==> src/design/fcsl_pkg.sv <==
// ---------------------------------------------------------------------------
// Fog color slew limiter package
// State encoding, register indexes, biome codes and the target color helper.
// ---------------------------------------------------------------------------
package fcsl_pkg;

	// Sequencer states, one-hot.
	typedef enum logic [5:0] {
		ST_IDLE = 6'b000001,
		ST_SQ   = 6'b000010,
		ST_ROOT = 6'b000100,
		ST_MUL  = 6'b001000,
		ST_DIV  = 6'b010000,
		ST_DONE = 6'b100000
	} state_t;

	// Configuration register indexes.
	localparam logic REG_FOG_ENABLE       = 1'b0;
	localparam logic REG_TRANSITION_SPEED = 1'b1;

	// Reset values of the configuration registers.
	localparam logic        FOG_ENABLE_RST       = 1'b1;
	localparam logic [15:0] TRANSITION_SPEED_RST = 16'd4096;

	// Biome codes carried by a frame.
	localparam logic [1:0] BIOME_MEADOW   = 2'd0;
	localparam logic [1:0] BIOME_HIGHLAND = 2'd1;
	localparam logic [1:0] BIOME_WOODLAND = 2'd2;
	localparam logic [1:0] BIOME_DEFAULT  = 2'd3;

	// Target levels in thousandths, per biome and channel.
	localparam int unsigned MILLI_FIELD_R     = 400;
	localparam int unsigned MILLI_FIELD_G     = 250;
	localparam int unsigned MILLI_FIELD_B     = 150;
	localparam int unsigned MILLI_MOUNTAIN_R  = 50;
	localparam int unsigned MILLI_MOUNTAIN_G  = 50;
	localparam int unsigned MILLI_MOUNTAIN_B  = 150;
	localparam int unsigned MILLI_FOREST_R    = 400;
	localparam int unsigned MILLI_FOREST_G    = 450;
	localparam int unsigned MILLI_FOREST_B    = 500;
	localparam int unsigned MILLI_DEFAULT_R   = 50;
	localparam int unsigned MILLI_DEFAULT_G   = 50;
	localparam int unsigned MILLI_DEFAULT_B   = 150;

	// Converts thousandths to an unsigned fraction of the given width, rounded
	// to nearest and clamped to full scale. Evaluated at elaboration only.
	function automatic int unsigned target_level(int unsigned milli, int unsigned bits);
		longint unsigned v;
		longint unsigned r;
		longint unsigned full;
		v = longint'(milli) << bits;
		r = (v + 64'd500) / 64'd1000;
		full = (64'd1 << bits) - 64'd1;
		return (r > full) ? int'(full) : int'(r);
	endfunction

endpackage

==> src/design/fog_color_slew_limiter.sv <==
// ---------------------------------------------------------------------------
// Fog color slew limiter
// Moves the fog color toward a biome target at a limited rate per frame.
// ---------------------------------------------------------------------------
// Usage:
// One input transfer per frame carries the biome code and the frame time. The
// block answers each one with exactly one output transfer holding the fog color
// after the step and a settled flag. Input ready is high only while the
// sequencer is idle, so one item is worked on at a time.
// When the color moves, the shared trial subtractor takes the square root in
// COLOUR_BITS+1 steps and then divides each of the three channels in turn; each
// division follows one multiply and resolves COLOUR_BITS quotient bits in as
// many steps. When the color snaps or holds, only the square root runs, and
// when fog is disabled the sequencer goes from the step size straight to the
// final state. One shared multiplier forms the squares, the step size and the
// scaled moves. The sequencer returns to idle as a result is registered and
// then accepts the next item. Results sit in an output register, so a new item
// is accepted while an old result waits; when the receiver stalls, a finished
// item waits in the final state until the output register frees up. Reset
// restores the default color and the register reset values. Configuration
// writes take effect at once.
// ---------------------------------------------------------------------------
module fog_color_slew_limiter #(
	parameter int unsigned COLOUR_BITS = 12
) (
	input  logic                   clk,
	input  logic                   arst_n,
	input  logic                   cfg_write,
	input  logic                   cfg_index,
	input  logic [15:0]            cfg_data,
	input  logic                   in_valid,
	output logic                   in_ready,
	input  logic [1:0]             biome,
	input  logic [15:0]            delta_time,
	output logic                   out_valid,
	input  logic                   out_ready,
	output logic [COLOUR_BITS-1:0] fog_red,
	output logic [COLOUR_BITS-1:0] fog_green,
	output logic [COLOUR_BITS-1:0] fog_blue,
	output logic                   settled
);
	import fcsl_pkg::*;

	localparam int unsigned CB   = COLOUR_BITS;
	// Length and step width; the squared length and the trial remainder.
	localparam int unsigned LW   = CB + 1;
	localparam int unsigned SQW  = 2 * CB + 2;
	localparam int unsigned RW   = CB + 3;
	// Multiplier operand width covers the 16-bit speed and time as well.
	localparam int unsigned MW   = (LW > 16) ? LW : 16;
	localparam int unsigned PW   = 2 * MW;
	localparam int unsigned CNTW = $clog2(LW);

	localparam logic [LW-1:0] SNAP_LIMIT = LW'((2 ** CB) / 1000);
	localparam logic [LW-1:0] STEP_MAX   = LW'((2 ** (CB + 1)) - 1);

	// Target colors, indexed by biome code and then channel.
	localparam logic [CB-1:0] TGT [4][3] = '{
		'{CB'(target_level(MILLI_FIELD_R, CB)), CB'(target_level(MILLI_FIELD_G, CB)),
		  CB'(target_level(MILLI_FIELD_B, CB))},
		'{CB'(target_level(MILLI_MOUNTAIN_R, CB)), CB'(target_level(MILLI_MOUNTAIN_G, CB)),
		  CB'(target_level(MILLI_MOUNTAIN_B, CB))},
		'{CB'(target_level(MILLI_FOREST_R, CB)), CB'(target_level(MILLI_FOREST_G, CB)),
		  CB'(target_level(MILLI_FOREST_B, CB))},
		'{CB'(target_level(MILLI_DEFAULT_R, CB)), CB'(target_level(MILLI_DEFAULT_G, CB)),
		  CB'(target_level(MILLI_DEFAULT_B, CB))}
	};

	state_t               state_q;
	logic                 fog_enable_q;
	logic [15:0]          transition_speed_q;
	logic [1:0]           biome_q;
	logic [15:0]          dt_q;
	logic signed [CB:0]   diff_q [3];
	logic [CB-1:0]        cur_q [3];
	logic [1:0]           ch_q;
	logic [CNTW-1:0]      cnt_q;
	logic [SQW-1:0]       sq_q;
	logic [SQW-1:0]       src_q;
	logic [RW-1:0]        rem_q;
	logic [LW-1:0]        res_q;
	logic [LW-1:0]        step_q;
	// The divisor is the length, kept in its own register.
	logic [LW-1:0]        len_q;
	logic                 out_valid_q;
	logic [CB-1:0]        out_col_q [3];
	logic                 settled_q;

	// Channel magnitudes of the difference vector.
	logic [CB-1:0]        mag [3];
	logic signed [CB:0]   diff_new [3];

	always_comb begin
		for (int c = 0; c < 3; c++) begin
			logic signed [CB:0] neg;
			neg = -diff_q[c];
			mag[c] = diff_q[c][CB] ? neg[CB-1:0] : diff_q[c][CB-1:0];
			diff_new[c] = $signed({1'b0, TGT[biome][c]}) - $signed({1'b0, cur_q[c]});
		end
	end

	// Shared multiplier: squares, speed times time, and magnitude times step.
	logic [MW-1:0] mul_a;
	logic [MW-1:0] mul_b;
	logic [PW-1:0] prod;
	logic [PW-1:0] step_raw;

	always_comb begin
		mul_a = '0;
		mul_b = '0;
		case (state_q)
			ST_SQ: begin
				if (ch_q == 2'd3) begin
					mul_a = MW'(transition_speed_q);
					mul_b = MW'(dt_q);
				end else begin
					mul_a = MW'(mag[ch_q]);
					mul_b = MW'(mag[ch_q]);
				end
			end
			ST_MUL: begin
				mul_a = MW'(mag[ch_q]);
				mul_b = MW'(step_q);
			end
			default: begin
				mul_a = '0;
				mul_b = '0;
			end
		endcase
	end

	assign prod     = mul_a * mul_b;
	assign step_raw = prod >> 16;

	// Shared trial subtractor: two radicand bits per square root step, one
	// dividend bit per division step.
	logic [RW-1:0] shifted;
	logic [RW-1:0] trial;
	logic [RW:0]   trial_diff;
	logic          ge;
	logic [RW-1:0] rem_next;
	logic [LW-1:0] res_next;

	always_comb begin
		case (state_q)
			ST_ROOT: begin
				shifted = {rem_q[RW-3:0], src_q[SQW-1:SQW-2]};
				trial   = {res_q, 2'b01};
			end
			ST_DIV: begin
				shifted = {rem_q[RW-2:0], src_q[SQW-1]};
				trial   = {2'b00, len_q};
			end
			default: begin
				shifted = '0;
				trial   = '0;
			end
		endcase
	end

	assign trial_diff = {1'b0, shifted} - {1'b0, trial};
	assign ge         = ~trial_diff[RW];
	assign rem_next   = ge ? trial_diff[RW-1:0] : shifted;
	assign res_next   = {res_q[LW-2:0], ge};

	assign in_ready = (state_q == ST_IDLE);

	// A finished item moves into the output register once that register is
	// empty or being emptied in the same cycle.
	logic out_load;

	assign out_load = (state_q == ST_DONE) && (!out_valid_q || out_ready);

	always_ff @(posedge clk or negedge arst_n) begin
		if (!arst_n) begin
			state_q            <= ST_IDLE;
			fog_enable_q       <= FOG_ENABLE_RST;
			transition_speed_q <= TRANSITION_SPEED_RST;
			out_valid_q        <= 1'b0;
			ch_q               <= '0;
			cnt_q              <= '0;
			for (int c = 0; c < 3; c++) begin
				cur_q[c] <= TGT[BIOME_DEFAULT][c];
			end
		end else begin
			if (cfg_write) begin
				case (cfg_index)
					REG_FOG_ENABLE:       fog_enable_q <= cfg_data[0];
					REG_TRANSITION_SPEED: transition_speed_q <= cfg_data;
					default: begin
					end
				endcase
			end

			if (out_load) begin
				out_valid_q <= 1'b1;
			end else if (out_ready) begin
				out_valid_q <= 1'b0;
			end

			case (state_q)
				ST_IDLE: begin
					if (in_valid) begin
						biome_q <= biome;
						dt_q    <= delta_time;
						for (int c = 0; c < 3; c++) begin
							diff_q[c] <= diff_new[c];
						end
						sq_q    <= '0;
						ch_q    <= '0;
						state_q <= ST_SQ;
					end
				end
				ST_SQ: begin
					// Three squares accumulate, then the step size is formed.
					if (ch_q == 2'd3) begin
						step_q  <= (step_raw > PW'(STEP_MAX)) ? STEP_MAX : step_raw[LW-1:0];
						src_q   <= sq_q;
						rem_q   <= '0;
						res_q   <= '0;
						cnt_q   <= '0;
						ch_q    <= '0;
						state_q <= fog_enable_q ? ST_ROOT : ST_DONE;
					end else begin
						sq_q <= sq_q + SQW'(prod);
						ch_q <= ch_q + 2'd1;
					end
				end
				ST_ROOT: begin
					src_q <= {src_q[SQW-3:0], 2'b00};
					rem_q <= rem_next;
					res_q <= res_next;
					cnt_q <= cnt_q + 1'b1;
					if (cnt_q == CNTW'(LW - 1)) begin
						len_q <= res_next;
						if (res_next > SNAP_LIMIT) begin
							if (res_next > step_q) begin
								ch_q    <= '0;
								state_q <= ST_MUL;
							end else begin
								// Within one step of the target: snap onto it.
								for (int c = 0; c < 3; c++) begin
									cur_q[c] <= TGT[biome_q][c];
								end
								state_q <= ST_DONE;
							end
						end else begin
							// A tiny nonzero difference is left alone.
							state_q <= ST_DONE;
						end
					end
				end
				ST_MUL: begin
					// The top bits of the product are known to be below the length,
					// so the division only has to resolve COLOUR_BITS quotient bits.
					rem_q   <= RW'(prod[2*CB:CB]);
					src_q   <= {prod[CB-1:0], {(SQW - CB){1'b0}}};
					res_q   <= '0;
					cnt_q   <= '0;
					state_q <= ST_DIV;
				end
				ST_DIV: begin
					src_q <= {src_q[SQW-2:0], 1'b0};
					rem_q <= rem_next;
					res_q <= res_next;
					cnt_q <= cnt_q + 1'b1;
					if (cnt_q == CNTW'(CB - 1)) begin
						// The move is smaller than the difference, so no clamp is needed.
						if (diff_q[ch_q][CB]) begin
							cur_q[ch_q] <= cur_q[ch_q] - res_next[CB-1:0];
						end else begin
							cur_q[ch_q] <= cur_q[ch_q] + res_next[CB-1:0];
						end
						if (ch_q == 2'd2) begin
							state_q <= ST_DONE;
						end else begin
							ch_q    <= ch_q + 2'd1;
							state_q <= ST_MUL;
						end
					end
				end
				ST_DONE: begin
					if (out_load) begin
						state_q <= ST_IDLE;
					end
				end
				default: begin
					state_q <= ST_IDLE;
				end
			endcase
		end
	end

	// Output payload, loaded as the final state hands off its result.
	always_ff @(posedge clk) begin
		if (out_load) begin
			for (int c = 0; c < 3; c++) begin
				out_col_q[c] <= cur_q[c];
			end
			settled_q <= (cur_q[0] == TGT[biome_q][0]) && (cur_q[1] == TGT[biome_q][1]) &&
				(cur_q[2] == TGT[biome_q][2]);
		end
	end

	assign out_valid = out_valid_q;
	assign fog_red   = out_col_q[0];
	assign fog_green = out_col_q[1];
	assign fog_blue  = out_col_q[2];
	assign settled   = settled_q;

endmodule
==> config.mk <==
export PLATFORM = sky130hd
export DESIGN_NAME = fog_color_slew_limiter
export DESIGN_NICKNAME = d
export VERILOG_FILES = /design/src/design/fcsl_pkg.sv /design/src/design/fog_color_slew_limiter.sv
export SDC_FILE = /design/constraint.sdc
export NUM_CORES = 1
export LEC_CHECK = 0
export ABC_AREA = 1
export BUFFER_PORTS_ARGS = -buffer_cell sky130_fd_sc_hd__buf_2
export CORE_MARGIN = 10
export CORE_UTILIZATION = 60
export DETAILED_ROUTE_END_ITERATION = 10
export GPL_ROUTABILITY_DRIVEN = 0
export PLACE_DENSITY = 0.87
export SYNTH_ARGS = -nofsm -noshare
export SYNTH_HDL_FRONTEND = slang
export SYNTH_SLANG_ARGS = --single-unit
==> constraint.sdc <==
create_clock -name clk -period 11.9 [get_ports clk]
set_input_delay 0 -clock clk [delete_from_list [all_inputs] [get_ports clk]]
set_output_delay 0 -clock clk [all_outputs]
set_load 0.01 [all_outputs]
Word-level counts from Yosys, hierarchy flattened

Memories as Yosys holds them, arrays and structs flattened.
Cells that the tools add are included.

Register bits after elaboration: 190
Bits in latches: 0
Memory bits (writable): 75
ROM bits: 0
Input port bits: 40
Output and inout bits: 39
Word-level logic and storage cells: 162
Memories: 2

Memories:

| memory    | depth | width | rd ports | clocked after memory_dff | write ports | line                         | RTL |
|---|---|---|---|---|---|---|---|
| diff_q    | 3     | 13    | 4        | 0                        | 3           | fog_color_slew_limiter.sv:74 | `logic signed [CB:0] diff_q [3];` |
| out_col_q | 3     | 12    | 3        | 0                        | 3           | fog_color_slew_limiter.sv:86 | `logic [CB-1:0] out_col_q [3];` |

$add $sub $neg: 12
Multiply operators: 1
Div/mod/pow operators: 0
Order comparisons: 7
Equality and inequality tests: 23
Shift-type cells: 0
Muxes and demuxes: 68
Bitwise operators: 5
Reduce and logical (&&, ||, !) cells: 26

Operators by type and width:

| kind               | number |
|---|---|
| $mux 36            | 9 |
| $bmux 36 s2        | 2 |
| $pmux 26 s4        | 1 |
| $mux 12            | 8 |
| $mux 26            | 3 |
| $bwmux 36          | 2 |
| $pmux 36 s2        | 1 |
| $pmux 16 s2        | 2 |
| $pmux 15 s2        | 2 |
| $mux 6             | 9 |
| $pmux 26 s2        | 1 |
| $bmux 12 s2        | 2 |
| $pmux 14 s3        | 1 |
| $pmux 13 s3        | 1 |
| $sub 12x12->13     | 3 |
| $eq 12x12->1       | 3 |
| $neg 12->12        | 3 |
| $pmux 6 s6         | 1 |
| $mul 16x16->32     | 1 |
| $mux 16            | 2 |
| $mux 14            | 2 |
| $add 26x26->26     | 1 |
| $demux 12 s2       | 1 |
| $ne 2x2->1 const B | 10 |
| 38 further kinds   | 71 |

Depth between registers and ports, before layout

An unclocked memory read counts as a cell.

Word-level depth: 12
Gate-level depth with buffers: 47
Depth with buffers taken out: 47

Least setup slack after synthesis

OpenSTA, ideal clock, no wires.

Path kind: reg-to-reg
From: reg ch_q[0]
To: reg sq_q[23] (data pin)
Library setup time: 253 ps
Arrival time: 7,458 ps
Path slack: 4,189 ps
Stages on the path, launching flop included: 36
Buffers on the path: 3
Period minus slack after synthesis: 7,711 ps
Cells stage by stage: dfrtp_1 > ha_1 > inv_1 > buf_2 > buf_1 > nand3_1 > a21oi_1 > buf_2 > nor2_1 > fa_1 > inv_1 > fa_1 > fa_1 > inv_1 > fa_1 > fa_1 > inv_1 > fa_1 > inv_1 > ha_1 > a21oi_1 > a21boi_0 > nand3_1 > a21oi_1 > xor2_1 > inv_1 > ha_1 > nand2_1 > nor2_1 > inv_1 > nor4_1 > nand2_1 > nand3_1 > nand2_1 > nand2_1 > nor2_1

Word-level cells in the longest chain between the ends: 10

RTL lines:

| item                                        | line                                                                                        | RTL |
|---|---|---|
| start: declaration                          | fog_color_slew_limiter.sv:76                                                                | `logic [1:0] ch_q;` |
| start signal: assignment                    | fog_color_slew_limiter.sv:226                                                               | `ch_q <= ch_q + 2'd1;` |
| start signal: assignment                    | fog_color_slew_limiter.sv:277                                                               | `ch_q <= ch_q + 2'd1;` |
| $not 2->3 (implied by the code)             | fog_color_slew_limiter.sv:117, fog_color_slew_limiter.sv:118, fog_color_slew_limiter.sv:122 |  |
| $bmux 12 s2                                 | fog_color_slew_limiter.sv:117, fog_color_slew_limiter.sv:118, fog_color_slew_limiter.sv:122 |  |
| $mux 12 (implied by the code) (2 in series) | fog_color_slew_limiter.sv:117, fog_color_slew_limiter.sv:118, fog_color_slew_limiter.sv:122 |  |
| $mux 16                                     | fog_color_slew_limiter.sv:113                                                               | `if (ch_q == 2'd3) begin` |
| $pmux 16 s2                                 | fog_color_slew_limiter.sv:111                                                               | `case (state_q)` |
| $mul 16x16->32 *                            | fog_color_slew_limiter.sv:132                                                               | `assign prod = mul_a * mul_b;` |
| net prod[18]                                | fog_color_slew_limiter.sv:105                                                               | `logic [PW-1:0] prod;` |
| $add 26x26->26 *                            | fog_color_slew_limiter.sv:225                                                               | `sq_q <= sq_q + SQW'(prod);` |
| $mux 26 *                                   | fog_color_slew_limiter.sv:216                                                               | `if (ch_q == 2'd3) begin` |
| $pmux 26 s2 *                               | fog_color_slew_limiter.sv:201                                                               | `case (state_q)` |
| end signal: assignment                      | fog_color_slew_limiter.sv:225                                                               |  |
| end: declaration                            | fog_color_slew_limiter.sv:78                                                                | `logic [SQW-1:0] sq_q;` |

Mark *: on every way through the listed nets, which the timed path passes. The rest lies on a longest branch. The select of a mux whose other input is x is not followed.
A chain may end at the register's enable or synchronous reset.

Final worst setup path

From: reg ch_q[0]
To: reg sq_q[25] (data pin)

The elaborated chain is that of the path after synthesis.

==> out/metrics.yaml <==
areaGrowthSynthToFinish_pct: 8.55
synth_edf_count: 199
hold_path.startpoint: "cfg_index"
crit_start: "ch_q[0]"
path_class: "register to register"
rows: 76
core_mm2: 0.0432
power_density_mw_per_mm2: 114
ys_ff_latch: 265
yosysUniqueCellTypes: 67
ys.flop_type: "edfxtp_1"
slowest_delay_ns: 1.04
yosys_warnings: 0
htree_levels: 1
synth.top_cells.by_area: "edfxtp_1 23%, fa_1 15%, nand2_1 11%, ha_1 10%, inv_1 8.4%"
path_max_fanout: 32
outcome: "finished, final reports clean"
nets: 3830
antenna_found_initial: 1
arrival_ns: 10.56
synth_seq_area_share_pct: 29.2
min_period_ns: 10.23
cts_tree: "done"
critPathCaptureType: "register"
insertion_delay_ns: 0.62
cts_resized: 0
use_met2_pct: 46.3
vias: 23900
hold_violations: 0
finalSetupViolCount: 0
syn_inst: 3285
r2r_slack_ns: 1.67
max_slew_margin_pct: 12.4
routed_via_density: 6.01
routedWlPerCell_um: 19.6
worst_pin_slew_ns: 1.31
cts.reportedPaths.clkPinSlew_ns: 0.07
clk_path_buf_depth: 3
rsz0062_at_grt: "no"
synth_nets: 3740
io_pins: 79
die_w_um: 229
synth_top_area_share_pct: 22.8
portBuffers: 78
post-dp-hpwl_um: 59200
drv_cap: 0
critPathRequiredTime_ns: 12.23
crit_slowest_cell: "a21oi_1"
synthArstFlopShare_pct: 24.9
gr-usage-all-layers_pct: 29.3
r2r_start: "ch_q[0]"
routed_wl_um: 78000
root_buffer: "clkbuf_16"
p_leak_nw: 13.7
synth_top_area_cell: "edfxtp_1"
fmax_mhz: 97.7
grt_pass1_vias: 23600
layout-drive-gt1-share_pct: 7.33
initial_core_util_pct: 60.8
grt_max_degree: 66
clock_skew_ns: 0.0532
syn-cell-area_mm2: 0.0262
use_met3_pct: 7.79
dp_slack_ns: 2.13
cts.sinks: 265
die-area_mm2: 0.0525
fin_setup_tns_ns: 0
die_h_um: 229
avgSynthCellArea_um2: 7.98
drv_slew: 0
worst_setup_path_start_kind: "register"
fin_ws_ns: 1.67
first_pass_iters: 8
grt_first_pass_wirelength_um: 125000
final_antenna_net_count: 0
drtIter0Drc: 3197
hold_path_class: "input port to register"
vdd_drop_max_mv: 0.125
grt_remaining_overflow: 0
grt-busiest-layer: "met2"
final.period_utilization_pct: 86.0
drc: 0
cts_made_buffers: 30
gr-usage-met1_pct: 36.5
fill_cells: 3291
[worst paths after layout]
kind,depth (start not counted),endpoint
setup / recovery,37,sq_q[25]
hold / removal,4,transition_speed_q[0]
setup reg to reg,37,sq_q[25]
hold reg to reg,2,cur_q[9]
max in group asynchronous,3,transition_speed_q[15]
min in group asynchronous,3,state_q[2]
[power breakdown]
part           internal (mW)  switching, mW  total (mW)
Sequential              1.10         0.0690        1.17
Combinational          0.327          0.815        1.14
Clock                  0.512          0.409       0.922
Total                   1.94           1.29        3.23
[repair_timing]
| item | 4_1_cts | 5_1_grt |
|---|---|---|
| setup buffers | 0 | 0 |
| hold buffers | 42 | 0 |
| endpoints found under the hold margin | 88 | 0 |
[cells in the final DEF (no fill, tap or decap), types with 6 or more instances in the layout]
cell           netlist  routed
nand2_1            774     774
inv_1              589     589
nor2_1             300     297
ha_1               214     214
fa_1               201     201
edfxtp_1           199     199
o21ai_0            181     181
a21oi_1            179     179
nand3_1            163     163
buf_2               29      77
dfrtp_1             48      48
xor2_1              46      46
dlygate4sd3_1        0      42
clkbuf_16            0      30
nand4_1             28      28
nor3_1              26      24
xnor2_1             19      19
o22ai_1             18      18
dfstp_2             18      18
inv_2               16      16
o21ai_1             14      14
buf_4               15      13
o221ai_1            12      12
mux2_2              12      12
a31oi_1             11      11
or2_2               10      10
nor2_2               7       9
a21o_1               8       8
o21a_1               8       8
nor4_1               8       8
o21bai_1             8       8
nand3b_1             7       7
o211ai_1             7       7
nand2_2              7       7
o2111ai_1            7       7
nor2_4               5       6
clkinv_2             1       6
o31ai_1              6       6
[critical path, delay by kind of cell, from the launching register on]
kind                     cells  cell delay (ns)
buffers and inverters        8             1.39
flip-flops                   1             0.69
adder cells (fa/ha/maj)      9             4.26
XOR/XNOR                     1             0.41
AO/OA/AOI/OAI                1             1.04
AND/OR/NAND/NOR             18             2.15
[cells by family (layout without fill, tap and decap cells)]
family          Yosys count  after routing  synth area share, %
other cells               0              1                    0
mux                      13             13                0.553
fa+ha+maj               415            415                 25.6
xor+xnor                 65             65                 2.17
compound gates          484            484                 10.4
simple gates           1360           1360                 21.9
flops                   265            265                 29.2
buf+inv                 683            795                 10.3
[metal layers]
metal	part of all wire, %	up-vias
met5	0	-
met4	5.4	0
met3	13	353
met2	45	1714
met1	37	11100
li1	-	10800
[layout make-up]
cell class	count	area [um2]	share of cell area (%)
multi-input combinational	2337	15900	55.9
sequential	265	7650	26.9
inverter	609	2290	8.05
timing repair buffer	132	903	3.17
clock buffer	37	817	2.87
tap	585	732	2.57
clock inverter	17	153	0.536
antenna	1	2.50	0.00879
[Yosys cell counts (8+ instances only)]
cell type  number
a31oi_1        11
nor4_1          8
nand3_1       163
o221ai_1       12
xor2_1         46
buf_4          15
o21bai_1        8
or2_2          10
o21ai_1        14
edfxtp_1      199
o22ai_1        18
dfrtp_1        48
inv_1         589
clkbuf_1       19
inv_2          16
nor2_1        300
fa_1          201
buf_2          29
nand2_1       774
mux2_2         12
a21o_1          8
ha_1          214
o21a_1          8
a21oi_1       179
o21ai_0       181
nand4_1        28
dfstp_2        18
xnor2_1        19
nor3_1         26
[stage by stage]
stage | util (%) | power (mW) | hold slack, ns | cell area [um2] | std cells
floorplan | - | 1.92 | -0.296 | 26200 | 3285
global placement | 62.7 | 2.22 | -0.214 | 27100 | 3886
detailed placement | 62.7 | 2.25 | -0.214 | 27100 | 3886
CTS | 65.9 | 3.18 | 0.0197 | 28500 | 3982
global route | 65.9 | 3.37 | 0.0879 | 28500 | 3983
finish | 65.9 | 3.23 | 0.0302 | 28500 | 3983
[flip-flops by register name, indices dropped and copies added (netlist names), 6 cells and up]
register / flops
cur_q: 36
rem_q: 14
out_col_q: 36
sq_q: 26
transition_speed_q: 16
dt_q: 16
len_q: 13
diff_q: 39
src_q: 26
res_q: 13
state_q: 6
step_q: 13
(Power assumes the default switching activity.)
